**src/rtl/lmls_pkg.sv**
```systemverilog
`timescale 1ns / 1ps
// ----------------------------------------------------------------------------
// lmls_pkg
// shared types and constants for the lcd mode and line sequencer
// ----------------------------------------------------------------------------
package lmls_pkg;

    // display modes
    typedef logic [1:0] t_mode;
    localparam t_mode MODE_HBLANK = 2'd0;
    localparam t_mode MODE_VBLANK = 2'd1;
    localparam t_mode MODE_OAM    = 2'd2;
    localparam t_mode MODE_XFER   = 2'd3;

    // mode lengths in machine cycles
    localparam logic [15:0] OAM_CYCLES         = 16'd20;
    localparam logic [15:0] XFER_CYCLES        = 16'd43;
    localparam logic [15:0] HBLANK_CYCLES      = 16'd51;
    localparam logic [15:0] VBLANK_LINE_CYCLES = 16'd114;
    localparam logic [15:0] ACCUM_MAX          = 16'hFFFF;

    // configuration register indexes
    localparam int CFG_IDX_W = 3;
    typedef logic [CFG_IDX_W-1:0] t_cfg_idx;
    localparam t_cfg_idx CFG_LCD_ENABLE     = 3'd0;
    localparam t_cfg_idx CFG_LINE_COMPARE   = 3'd1;
    localparam t_cfg_idx CFG_HBLANK_INT_EN  = 3'd2;
    localparam t_cfg_idx CFG_VBLANK_INT_EN  = 3'd3;
    localparam t_cfg_idx CFG_OAM_INT_EN     = 3'd4;
    localparam t_cfg_idx CFG_MATCH_INT_EN   = 3'd5;

    localparam int CFG_DATA_W = 8;

    typedef struct packed {
        logic       lcd_enable;
        logic [7:0] line_compare;
        logic       hblank_int_enable;
        logic       vblank_int_enable;
        logic       oam_int_enable;
        logic       match_int_enable;
    } t_cfg;

    typedef struct packed {
        t_mode       mode;
        logic [7:0]  line;
        logic [15:0] accum;
    } t_state;

    typedef struct packed {
        logic       draw_strobe;
        logic       stat_irq;
        logic       vblank_irq;
        logic       coincidence;
        logic [7:0] line;
        t_mode      mode;
    } t_result;

endpackage

```
**src/rtl/lmls_cfg_regs.sv**
```systemverilog
`timescale 1ns / 1ps
// ----------------------------------------------------------------------------
// lmls_cfg_regs
// configuration register file, write only
// ----------------------------------------------------------------------------
module lmls_cfg_regs (
    input  logic                                 i_clk,
    input  logic                                 i_rst_n,
    input  logic                                 i_cfg_we,
    input  lmls_pkg::t_cfg_idx                   i_cfg_index,
    input  logic [lmls_pkg::CFG_DATA_W-1:0]      i_cfg_wdata,
    output lmls_pkg::t_cfg                       o_cfg
);
    import lmls_pkg::*;

    t_cfg r_cfg;
    t_cfg n_cfg;

    always_comb begin
        n_cfg = r_cfg;
        if (i_cfg_we) begin
            case (i_cfg_index)
                CFG_LCD_ENABLE:    n_cfg.lcd_enable        = i_cfg_wdata[0];
                CFG_LINE_COMPARE:  n_cfg.line_compare      = i_cfg_wdata[7:0];
                CFG_HBLANK_INT_EN: n_cfg.hblank_int_enable = i_cfg_wdata[0];
                CFG_VBLANK_INT_EN: n_cfg.vblank_int_enable = i_cfg_wdata[0];
                CFG_OAM_INT_EN:    n_cfg.oam_int_enable    = i_cfg_wdata[0];
                CFG_MATCH_INT_EN:  n_cfg.match_int_enable  = i_cfg_wdata[0];
                default:           n_cfg = r_cfg;
            endcase
        end
    end

    always_ff @(posedge i_clk) begin
        if (!i_rst_n) begin
            r_cfg.lcd_enable        <= 1'b1;
            r_cfg.line_compare      <= 8'd0;
            r_cfg.hblank_int_enable <= 1'b0;
            r_cfg.vblank_int_enable <= 1'b0;
            r_cfg.oam_int_enable    <= 1'b0;
            r_cfg.match_int_enable  <= 1'b0;
        end else begin
            r_cfg <= n_cfg;
        end
    end

    assign o_cfg = r_cfg;

endmodule

```
**src/rtl/lmls_step.sv**
```systemverilog
`timescale 1ns / 1ps
// ----------------------------------------------------------------------------
// lmls_step
// one sequencer step: accumulate, test the threshold, at most one transition
// ----------------------------------------------------------------------------
module lmls_step #(
    parameter int VISIBLE_LINES = 144,
    parameter int TOTAL_LINES   = 154
) (
    input  lmls_pkg::t_cfg    i_cfg,
    input  lmls_pkg::t_state  i_state,
    input  logic [7:0]        i_tick,
    output lmls_pkg::t_state  o_state,
    output lmls_pkg::t_result o_result
);
    import lmls_pkg::*;

    localparam logic [7:0] VIS_LINE = 8'(VISIBLE_LINES);
    localparam logic [7:0] TOT_LINE = 8'(TOTAL_LINES);

    logic [16:0] sum;
    logic [15:0] acc;
    logic [15:0] thr;
    logic        hit;
    logic [7:0]  line_inc;
    t_state      nxt;
    t_result     res;

    always_comb begin
        sum      = {1'b0, i_state.accum} + {9'd0, i_tick};
        acc      = sum[16] ? ACCUM_MAX : sum[15:0];
        line_inc = i_state.line + 8'd1;
        case (i_state.mode)
            MODE_HBLANK: thr = HBLANK_CYCLES;
            MODE_VBLANK: thr = VBLANK_LINE_CYCLES;
            MODE_OAM:    thr = OAM_CYCLES;
            MODE_XFER:   thr = XFER_CYCLES;
            default:     thr = XFER_CYCLES;
        endcase
        hit = (acc >= thr);

        nxt = i_state;
        res = '0;

        if (!i_cfg.lcd_enable) begin
            nxt.mode  = MODE_VBLANK;
            nxt.line  = 8'd0;
            nxt.accum = 16'd0;
            res.coincidence = (i_cfg.line_compare == 8'd0);
        end else begin
            nxt.accum = hit ? (acc - thr) : acc;
            if (hit) begin
                case (i_state.mode)
                    MODE_HBLANK: begin
                        nxt.line = line_inc;
                        if (line_inc == VIS_LINE) begin
                            nxt.mode       = MODE_VBLANK;
                            res.vblank_irq = 1'b1;
                            res.stat_irq   = i_cfg.vblank_int_enable;
                        end else begin
                            nxt.mode     = MODE_OAM;
                            res.stat_irq = i_cfg.oam_int_enable;
                        end
                    end
                    MODE_VBLANK: begin
                        if (line_inc == TOT_LINE) begin
                            nxt.line     = 8'd0;
                            nxt.mode     = MODE_OAM;
                            res.stat_irq = i_cfg.oam_int_enable;
                        end else begin
                            nxt.line = line_inc;
                        end
                    end
                    MODE_OAM: begin
                        nxt.mode     = MODE_XFER;
                        res.stat_irq = i_cfg.oam_int_enable;
                    end
                    default: begin
                        nxt.mode        = MODE_HBLANK;
                        res.draw_strobe = 1'b1;
                        res.stat_irq    = i_cfg.hblank_int_enable;
                    end
                endcase
            end
            res.coincidence = (nxt.line == i_cfg.line_compare);
            res.stat_irq    = res.stat_irq | (res.coincidence & i_cfg.match_int_enable);
        end
        res.mode = nxt.mode;
        res.line = nxt.line;
    end

    assign o_state  = nxt;
    assign o_result = res;

endmodule

```
**src/rtl/lcd_mode_line_sequencer.sv**
```systemverilog
`timescale 1ns / 1ps
// ----------------------------------------------------------------------------
// lcd_mode_line_sequencer
// lcd stat mode and scan line sequencer with vblank and stat interrupt requests
// ----------------------------------------------------------------------------
//  channel   dir  handshake                      payload
//  s_axis    in   s_axis_tvalid / s_axis_tready  tdata[7:0] tick_cycles
//  m_axis    out  m_axis_tvalid / m_axis_tready  tdata[13:0] mode..draw_strobe
//  cfg       in   i_cfg_we (no wait)             i_cfg_index, i_cfg_wdata
//
//  one request per clock sustained while m_axis_tready is high; m_axis_tvalid
//  rises when a held request passes the step logic into the result register
//  the step state (mode, line, cycle counter) lives next to the result register
//  and is updated in the same cycle as the result is loaded
//  synchronous active-low reset: mode oam scan, line 0, counter 0, both
//  pipeline registers empty, configuration to its defaults (display on)
//  a stall on m_axis holds the result register and the input register; the
//  input side then stops taking requests once the input register is full
// ----------------------------------------------------------------------------
module lcd_mode_line_sequencer #(
    parameter int VISIBLE_LINES = 144,
    parameter int TOTAL_LINES   = 154
) (
    input  logic                                i_clk,
    input  logic                                i_rst_n,
    // configuration write port
    input  logic                                i_cfg_we,
    input  lmls_pkg::t_cfg_idx                  i_cfg_index,
    input  logic [lmls_pkg::CFG_DATA_W-1:0]     i_cfg_wdata,
    // input stream
    input  logic                                s_axis_tvalid,
    output logic                                s_axis_tready,
    input  logic [7:0]                          s_axis_tdata,  // [7:0] tick_cycles
    // output stream
    output logic                                m_axis_tvalid,
    input  logic                                m_axis_tready,
    // [1:0] mode, [9:2] line, [10] coincidence, [11] vblank_irq,
    // [12] stat_irq, [13] draw_strobe, [15:14] zero
    output logic [15:0]                         m_axis_tdata
);
    import lmls_pkg::*;

    t_cfg    cfg;
    t_state  step_state;
    t_result step_result;

    // input register
    logic       r_in_valid;
    logic [7:0] r_in_tick;

    // state and result register
    t_state     r_state;
    logic       r_out_valid;
    t_result    r_out;

    logic       out_free;   // result register can take a new value this cycle
    logic       do_step;    // the held request is processed this cycle
    logic       in_take;    // a new request is accepted

    assign out_free      = !r_out_valid || m_axis_tready;
    assign do_step       = r_in_valid && out_free;
    assign s_axis_tready = !r_in_valid || out_free;
    assign in_take       = s_axis_tvalid && s_axis_tready;

    lmls_cfg_regs u_cfg (
        .i_clk       (i_clk),
        .i_rst_n     (i_rst_n),
        .i_cfg_we    (i_cfg_we),
        .i_cfg_index (i_cfg_index),
        .i_cfg_wdata (i_cfg_wdata),
        .o_cfg       (cfg)
    );

    lmls_step #(
        .VISIBLE_LINES (VISIBLE_LINES),
        .TOTAL_LINES   (TOTAL_LINES)
    ) u_step (
        .i_cfg    (cfg),
        .i_state  (r_state),
        .i_tick   (r_in_tick),
        .o_state  (step_state),
        .o_result (step_result)
    );

    // input register control
    always_ff @(posedge i_clk) begin
        if (!i_rst_n) begin
            r_in_valid <= 1'b0;
        end else if (in_take) begin
            r_in_valid <= 1'b1;
        end else if (do_step) begin
            r_in_valid <= 1'b0;
        end
    end

    // tick payload, no reset needed
    always_ff @(posedge i_clk) begin
        if (in_take) begin
            r_in_tick <= s_axis_tdata;
        end
    end

    // sequencer state
    always_ff @(posedge i_clk) begin
        if (!i_rst_n) begin
            r_state.mode  <= MODE_OAM;
            r_state.line  <= 8'd0;
            r_state.accum <= 16'd0;
        end else if (do_step) begin
            r_state <= step_state;
        end
    end

    // result register control
    always_ff @(posedge i_clk) begin
        if (!i_rst_n) begin
            r_out_valid <= 1'b0;
        end else if (do_step) begin
            r_out_valid <= 1'b1;
        end else if (m_axis_tready) begin
            r_out_valid <= 1'b0;
        end
    end

    always_ff @(posedge i_clk) begin
        if (do_step) begin
            r_out <= step_result;
        end
    end

    assign m_axis_tvalid = r_out_valid;
    assign m_axis_tdata  = {2'b00, r_out.draw_strobe, r_out.stat_irq, r_out.vblank_irq,
                            r_out.coincidence, r_out.line, r_out.mode};

    // ------------------------------------------------------------------------
    // assertions
    // ------------------------------------------------------------------------

    // the draw strobe only comes with the switch into hblank
    a_draw_in_hblank : assert property (@(posedge i_clk) disable iff (!i_rst_n)
        (r_out_valid && r_out.draw_strobe) |-> (r_out.mode == MODE_HBLANK))
        else $error("draw strobe outside hblank");

    // a vblank request comes with the first vblank line
    a_vblank_entry : assert property (@(posedge i_clk) disable iff (!i_rst_n)
        (r_out_valid && r_out.vblank_irq) |->
            (r_out.mode == MODE_VBLANK && r_out.line == 8'(VISIBLE_LINES)))
        else $error("vblank request without vblank entry");

    // the result register always mirrors the state it was loaded with
    a_result_tracks_state : assert property (@(posedge i_clk) disable iff (!i_rst_n)
        $past(do_step) |-> (r_out.mode == r_state.mode && r_out.line == r_state.line))
        else $error("result and sequencer state disagree");

    // input side only stalls when a request is held and the output is blocked
    a_ready_when_room : assert property (@(posedge i_clk) disable iff (!i_rst_n)
        !s_axis_tready |-> (r_in_valid && r_out_valid && !m_axis_tready))
        else $error("input stalled without backpressure");

endmodule
```
**config.mk**
```make
export PLATFORM = sky130hd
export DESIGN_NAME = lcd_mode_line_sequencer
export DESIGN_NICKNAME = d
export VERILOG_FILES = /design/src/rtl/lmls_pkg.sv /design/src/rtl/lmls_cfg_regs.sv /design/src/rtl/lmls_step.sv /design/src/rtl/lcd_mode_line_sequencer.sv
export SDC_FILE = /design/constraint.sdc
export NUM_CORES = 1
export LEC_CHECK = 0
export BUFFER_PORTS_ARGS = -buffer_cell sky130_fd_sc_hd__buf_2
export CORE_MARGIN = 10
export CORE_UTILIZATION = 60
export DETAILED_ROUTE_END_ITERATION = 7
export PLACE_DENSITY = 0.91
export REMOVE_ABC_BUFFERS = 1
export SLEW_MARGIN = 20
export SYNTH_ARGS = -nofsm -noshare
export SYNTH_HDL_FRONTEND = slang
export SYNTH_SLANG_ARGS = --single-unit
export TNS_END_PERCENT = 10
```
**constraint.sdc**
```tcl
create_clock -name i_clk -period 6.7 [get_ports i_clk]
set_clock_uncertainty 0.15 [all_clocks]
set_input_delay 0.335 -clock i_clk [delete_from_list [all_inputs] [get_ports i_clk]]
set_output_delay 0.335 -clock i_clk [all_outputs]
set_load 0.02 [all_outputs]
```
Word-level counts from Yosys, hierarchy flattened
Index checks and enable logic that the tools add are counted.
- $add $sub $neg: 3
- order comparisons: 1
- equality and inequality tests: 11
- muxes and demuxes: 24
- bitwise gates (word level): 2
- reductions and logical operators: 18
- operators by type and width (operator ; number):
    $pmux 16 s4 ; 1
    $mux 16 ; 2
    $mux 26 ; 1
    $mux 10 ; 2
    $add 16x8->17 ; 1
    $eq 8x8->1 const B ; 2
    $ge 16x16->1 ; 1
    $pmux 8 s2 ; 1
    $sub 16x16->16 ; 1
    $reduce_and 2->1 ; 6
    $mux 1 ; 10
    $add 8x1->8 const B ; 1
    $eq 8x8->1 ; 1
    $logic_not 8->1 ; 1
    $mux 8 ; 1
    $eq 3x2->1 const B ; 2
    $eq 3x3->1 const B ; 2
    $mux 3 ; 2
    $pmux 2 s3 ; 1
    $eq 2x2->1 const B ; 2
    $mux 2 ; 2
    $reduce_bool 2->1 ; 2
    $eq 3x1->1 const B ; 1
    $logic_not 3->1 ; 1
    other kinds (9) ; 12
- register bits after elaboration: 63
- bits of input ports: 24
- output and inout bits: 18
- logic and storage cells: 77

Logic depth before layout (Yosys ltp)
- depth in word-level cells: 9
- depth in mapped cells: 21
- gate-level depth less buffers: 19

By module
From an unflattened synthesis, not the netlist that was laid out.
- cells, all modules: 566
- area total of the unflattened synthesis: 4788.3 um2
- by module, submodules not included (module ; instances ; cells each ; area each (um2) ; sequential area each (um2)):
    lmls_step ; 1 ; 361 ; 2386.0 ; 0.0
    lcd_mode_line_sequencer ; 1 ; 148 ; 1840.5 ; 1221.2
    lmls_cfg_regs ; 1 ; 57 ; 561.8 ; 260.2

Worst setup path after synthesis
Ideal clock, no wire load.
- path type: register to register
- from: reg r_in_tick[0]
- to: reg r_out (netlist bit m_axis_tdata[12]) (data pin)
- setup time: 180 ps
- data arrival time: 4399 ps
- required time: 6370 ps
- path slack: 1971 ps
- stages on the path, launching flop included: 21
- path buffers: 2
- period minus slack after synthesis: 4729 ps
- cells stage by stage: edfxtp_1 > ha_1 > fa_1 > a211oi_1 > o311a_4 > or3_1 > buf_6 > nor2b_1 > ha_1 > inv_1 > fa_1 > a211oi_1 > o21ai_0 > a21oi_1 > and2_1 > and4_4 > buf_6 > o21ai_2 > a311oi_1 > nand4_1 > o41ai_2
- longest elaborated chain between the ends: 8
- elaborated cells on any way between the ends: 10
- classes of those cells: 1 x add/sub; 1 x order compare; 1 x eq/ne; 5 x mux; 2 x bitwise
- RTL lines (element ; line ; text):
    start: declaration ; lcd_mode_line_sequencer.sv:49 ; logic [7:0] r_in_tick;
    start signal: assignment ; lcd_mode_line_sequencer.sv:99 ; r_in_tick <= s_axis_tdata;
    $add 16x8->17 (*) ; lmls_step.sv:30 ; sum = {1'b0, i_state.accum} + {9'd0, i_tick};
    $mux 16 (*) ; lmls_step.sv:31 ; acc = sum[16] ? ACCUM_MAX : sum[15:0];
    $ge 16x16->1 (*) ; lmls_step.sv:40 ; hit = (acc >= thr);
    $mux 10 ; lmls_step.sv:52 ; if (hit) begin
    $mux 10 ; lmls_step.sv:45 ; if (!i_cfg.lcd_enable) begin
    $eq 8x8->1 ; lmls_step.sv:85 ; res.coincidence = (nxt.line == i_cfg.line_compare);
    $and 1x1->1 ; lmls_step.sv:86 ; res.stat_irq = res.stat_irq | (res.coincidence & i_cfg.match_int_enable);
    $or 1x1->1 (*) ; lmls_step.sv:86 ;
    end signal: assignment ; lcd_mode_line_sequencer.sv:127 ; r_out <= step_result;
    end: declaration ; lcd_mode_line_sequencer.sv:54 ; t_result r_out;
Every way passes the cells marked *; elsewhere a longest branch is shown, timed or not. The select of a mux whose other input is x is not followed.
A chain may end at the register's enable or synchronous reset.

Worst setup path after layout
Same ends and word-level chain as after synthesis.

==> impl_results.md <==
- Status: finished clean
- Die Span X: ~110 µm
- Setup WS pre-CTS: around 1.3 ns
- FF+latch count, synth: 63
- Fraction of layout cells with a size suffix above 1: 0.139
- Peak supply drop: ~220 µV
- Clock sink total: 63
- Top cells by count, synth: 65 x nand2_1, 41 x dfxtp_1, 31 x nor2_1
- Die Area: approximately 11,000 µm²
- CTS Buffer Depth: 2
- Via count: around 4,000
- Starting Density: 0.612
- Synth Instances: 510
- Main area contributors after synthesis: dfxtp_1 19%, edfxtp_1 15%, ha_1 6.2%
- GR Util All Layers: 0.195
- Cts hold-fix bufs: 5
- Post-CTS Setup Inserts: 0
- Per-cell routed wire length: approximately 17 µm
- First DRT Iteration DRCs: 336
- Hold Crit Class: primary input to flip-flop
- Count leader, synth: nand2_1
- Worst Path Buf+Inv: 1
- Final #Nets: 588
- Final Cycle Share: 0.811
- Top cell type's share of synthesized area: 0.186
- Fin worst setup slack: about 1.3 ns
- Row count: 31
- Max stage delay on crit path: approximately 0.49 ns
- Final hold violation count: 0
- Drc violations: 0
- Antenna violations before repair: 0
- H-tree depth: 3
- TNS Setup: 0 ns
- First-pass GRT wire length: between 15,000 and 20,000 µm
- Worst Setup End Kind: flip-flop
- Worst path top cell family by delay: simple AND/OR/NAND/NOR gates
- Root buf cell: clkbuf_8
- Slew headroom: 0.415
- Critical path required time: approximately 6.7 ns
- Gate power share: 0.565
- CTS tree: done
- Core Box Area: ~7200 µm²
- Die H: roughly 110 µm
- CP Max Fanout: 21
- Pleak: about 1.9 nW
- Port Buffer Count: 39
- Final count of negative-setup-slack endpoints: 0
- First-pass iteration count of the detailed router: 5
- Sw frac: 0.445
- Largest net degree at the start of global routing: 43
- Total CTS buffers: 9
- RePlAce Congestion: 0.983
- Slew Viols, Final: 0
- EDFF count, synth: 22
- Crit path launch type: flip-flop
- Clk Latency, worst-skew pair: approximately 0.36 ns
- Worst slew pin tran: 0.875 ns
- Power density of the placed cells: between 300 and 400 nW/µm²
- Number of global-route vias before repair: approximately 4,000
- Seq pwr share: 0.273
- Routed wire length: between 10,000 and 15,000 µm
- P&R area growth vs syn: 10.1%
- CP arrival: ~5.4 ns
- Clock power share: 0.163
- Sequential element share of the synthesized area: 0.336
- Post-synth cell types: 71
- Sw Pwr: a little over 0.8 mW
- RSZ-0062 raised after global routing: false
- Critical setup path kind: flip-flop to flip-flop
- Ant diodes: 0
- Syn Area/Cell: approximately 8.7 µm²
- ANT nets after route: 0
- Netlist area before placement: approximately 4400 µm²
- Syn. warnings: 0
- Fill cells: approximately 560
- DP HPWL: approximately 7700 µm
- Clock-pin slew on the worst setup and hold paths: 0.07 ns
- IO Count: 42
- Congestion Overflow GR: 0
- Max-cap check violation count: 0
- Via/cell ratio: between 6 and 7
- Tmin final: 5.43 ns
- Primary FF master, synth: dfxtp_1
- Cts repair resizes: 0
- Worst-path cell chain: ha_1 > fa_1 > a211oi_1 > o311a_4 > or3_1 > nor2b_1 > ha_1 > inv_1 > fa_1 > a211oi_1 > o21ai_0 > a21oi_1 > and2_1 > and4_4 > nor4_1 > or3b_2 > nand4_1 > o41ai_2
- Fraction of registers with async set/reset: 0
- Fmax: between 150 and 200 MHz
- Internal power: 1.00 mW
- Area leader, netlist: dfxtp_1
- Slowest-stage cell, CP: or3b_2
[power groups by stage]
| stage | clock network, mW | logic (mW) | registers, mW |
|---|---|---|---|
| 2_1_floorplan | 0 | 0.767 | 0.502 |
| 3_3_place_gp | 0 | 0.972 | 0.497 |
| 3_5_place_dp | 0 | 0.994 | 0.499 |
| 4_1_cts | 0.299 | 1.01 | 0.491 |
| 5_1_grt | 0.316 | 1.12 | 0.499 |
| 6_report | 0.295 | 1.02 | 0.493 |
[cell usage in the layout (no fill, tap or decap), types with 4 or more instances in the layout]
cell type       n
a21boi_0       13
xnor2_1        16
mux2i_1        17
a32o_1          4
and3_1          9
ha_1           22
a22oi_1         5
nand2b_1        6
edfxtp_1       22
a31oi_1         6
a21oi_1        25
nand3_1        17
nand2_1        65
clkbuf_8       10
nor3_1         10
a211oi_1        5
buf_2          39
nand4_1         7
dfxtp_1        41
o31ai_1         7
and2_1         10
inv_1          18
and4_1          4
xor2_1         13
or3_1           6
o21ai_0        17
nor2_1         31
o211ai_1        7
dlygate4sd3_1   7
nor2b_1        22
[path summary, 6_finish.rpt]
check             startpoint               end  slack, ns  cells after the start
max             r_in_tick[0]  m_axis_tdata[12]       1.27                     18
min          s_axis_tdata[1]      r_in_tick[1]       0.01                      1
max reg2reg     r_in_tick[0]  m_axis_tdata[12]       1.27                     18
min reg2reg       r_state[7]        r_state[7]       0.32                      2
[registers in the layout, summed over array words and instances (netlist names)]
| signal | cells |
|---|---|
| r_in_tick | 8 |
| m_axis_tdata | 14 |
| r_in_valid | 1 |
| m_axis_tvalid | 1 |
| u_cfg.o_cfg | 13 |
| r_state | 26 |
[worst register-to-register path, stage by stage (launching register included)]
cell and delay (ns):
edfxtp_1 0.37, ha_1 0.25, fa_1 0.44, a211oi_1 0.37, o311a_4 0.27, or3_1 0.33
nor2b_1 0.24, ha_1 0.19, inv_1 0.05, fa_1 0.41, a211oi_1 0.27, o21ai_0 0.14
a21oi_1 0.22, and2_1 0.22, and4_4 0.41, nor4_1 0.14, or3b_2 0.49, nand4_1 0.12
o41ai_2 0.09
[per-layer routing]
metal  global-route usage  share of wire  up-vias
met3               0.0469          0.074       22
met2                0.315           0.48      169
met5                    0              0        -
met4               0.0832          0.017        0
met1                0.242           0.43     1923
li1                     -              -     1899
[kinds of logic after synthesis]
logic type | after synthesis | synth area share
adder cells (fa/ha/maj) | 24 | 0.0714
other | 1 | 0.000849
AO/OA/AOI/OAI | 121 | 0.203
multiplexers | 18 | 0.0411
buffers and inverters | 49 | 0.0499
XOR/XNOR | 29 | 0.0575
AND/OR/NAND/NOR | 205 | 0.241
flip-flops | 63 | 0.336
[stage by stage]
stage | hold slack (ns) | power, mW | cell area [µm²] | instances | utilization
after global placement | 0.307 | 1.47 | 4610 | 621 | 0.640
final | 0.0108 | 1.81 | 4860 | 644 | 0.674
after global routing | 0.00495 | 1.94 | 4860 | 644 | 0.674
after CTS | 0.00198 | 1.80 | 4830 | 642 | 0.670
after floorplan | 0.274 | 1.27 | 4270 | 480 | -
after detailed placement | 0.314 | 1.49 | 4610 | 621 | 0.640
[layout make-up]
type                       instances  area [µm²]  area share
clock inverter                     4        22.5     0.00463
inverter                          18        67.6      0.0139
sequential                        63        1480       0.305
tap                               99         124      0.0255
timing repair buffer              49         288      0.0592
multi-input combinational        399        2730       0.562
clock buffer                      12         145      0.0299
Note: power is estimated with default switching activity, not from simulation.
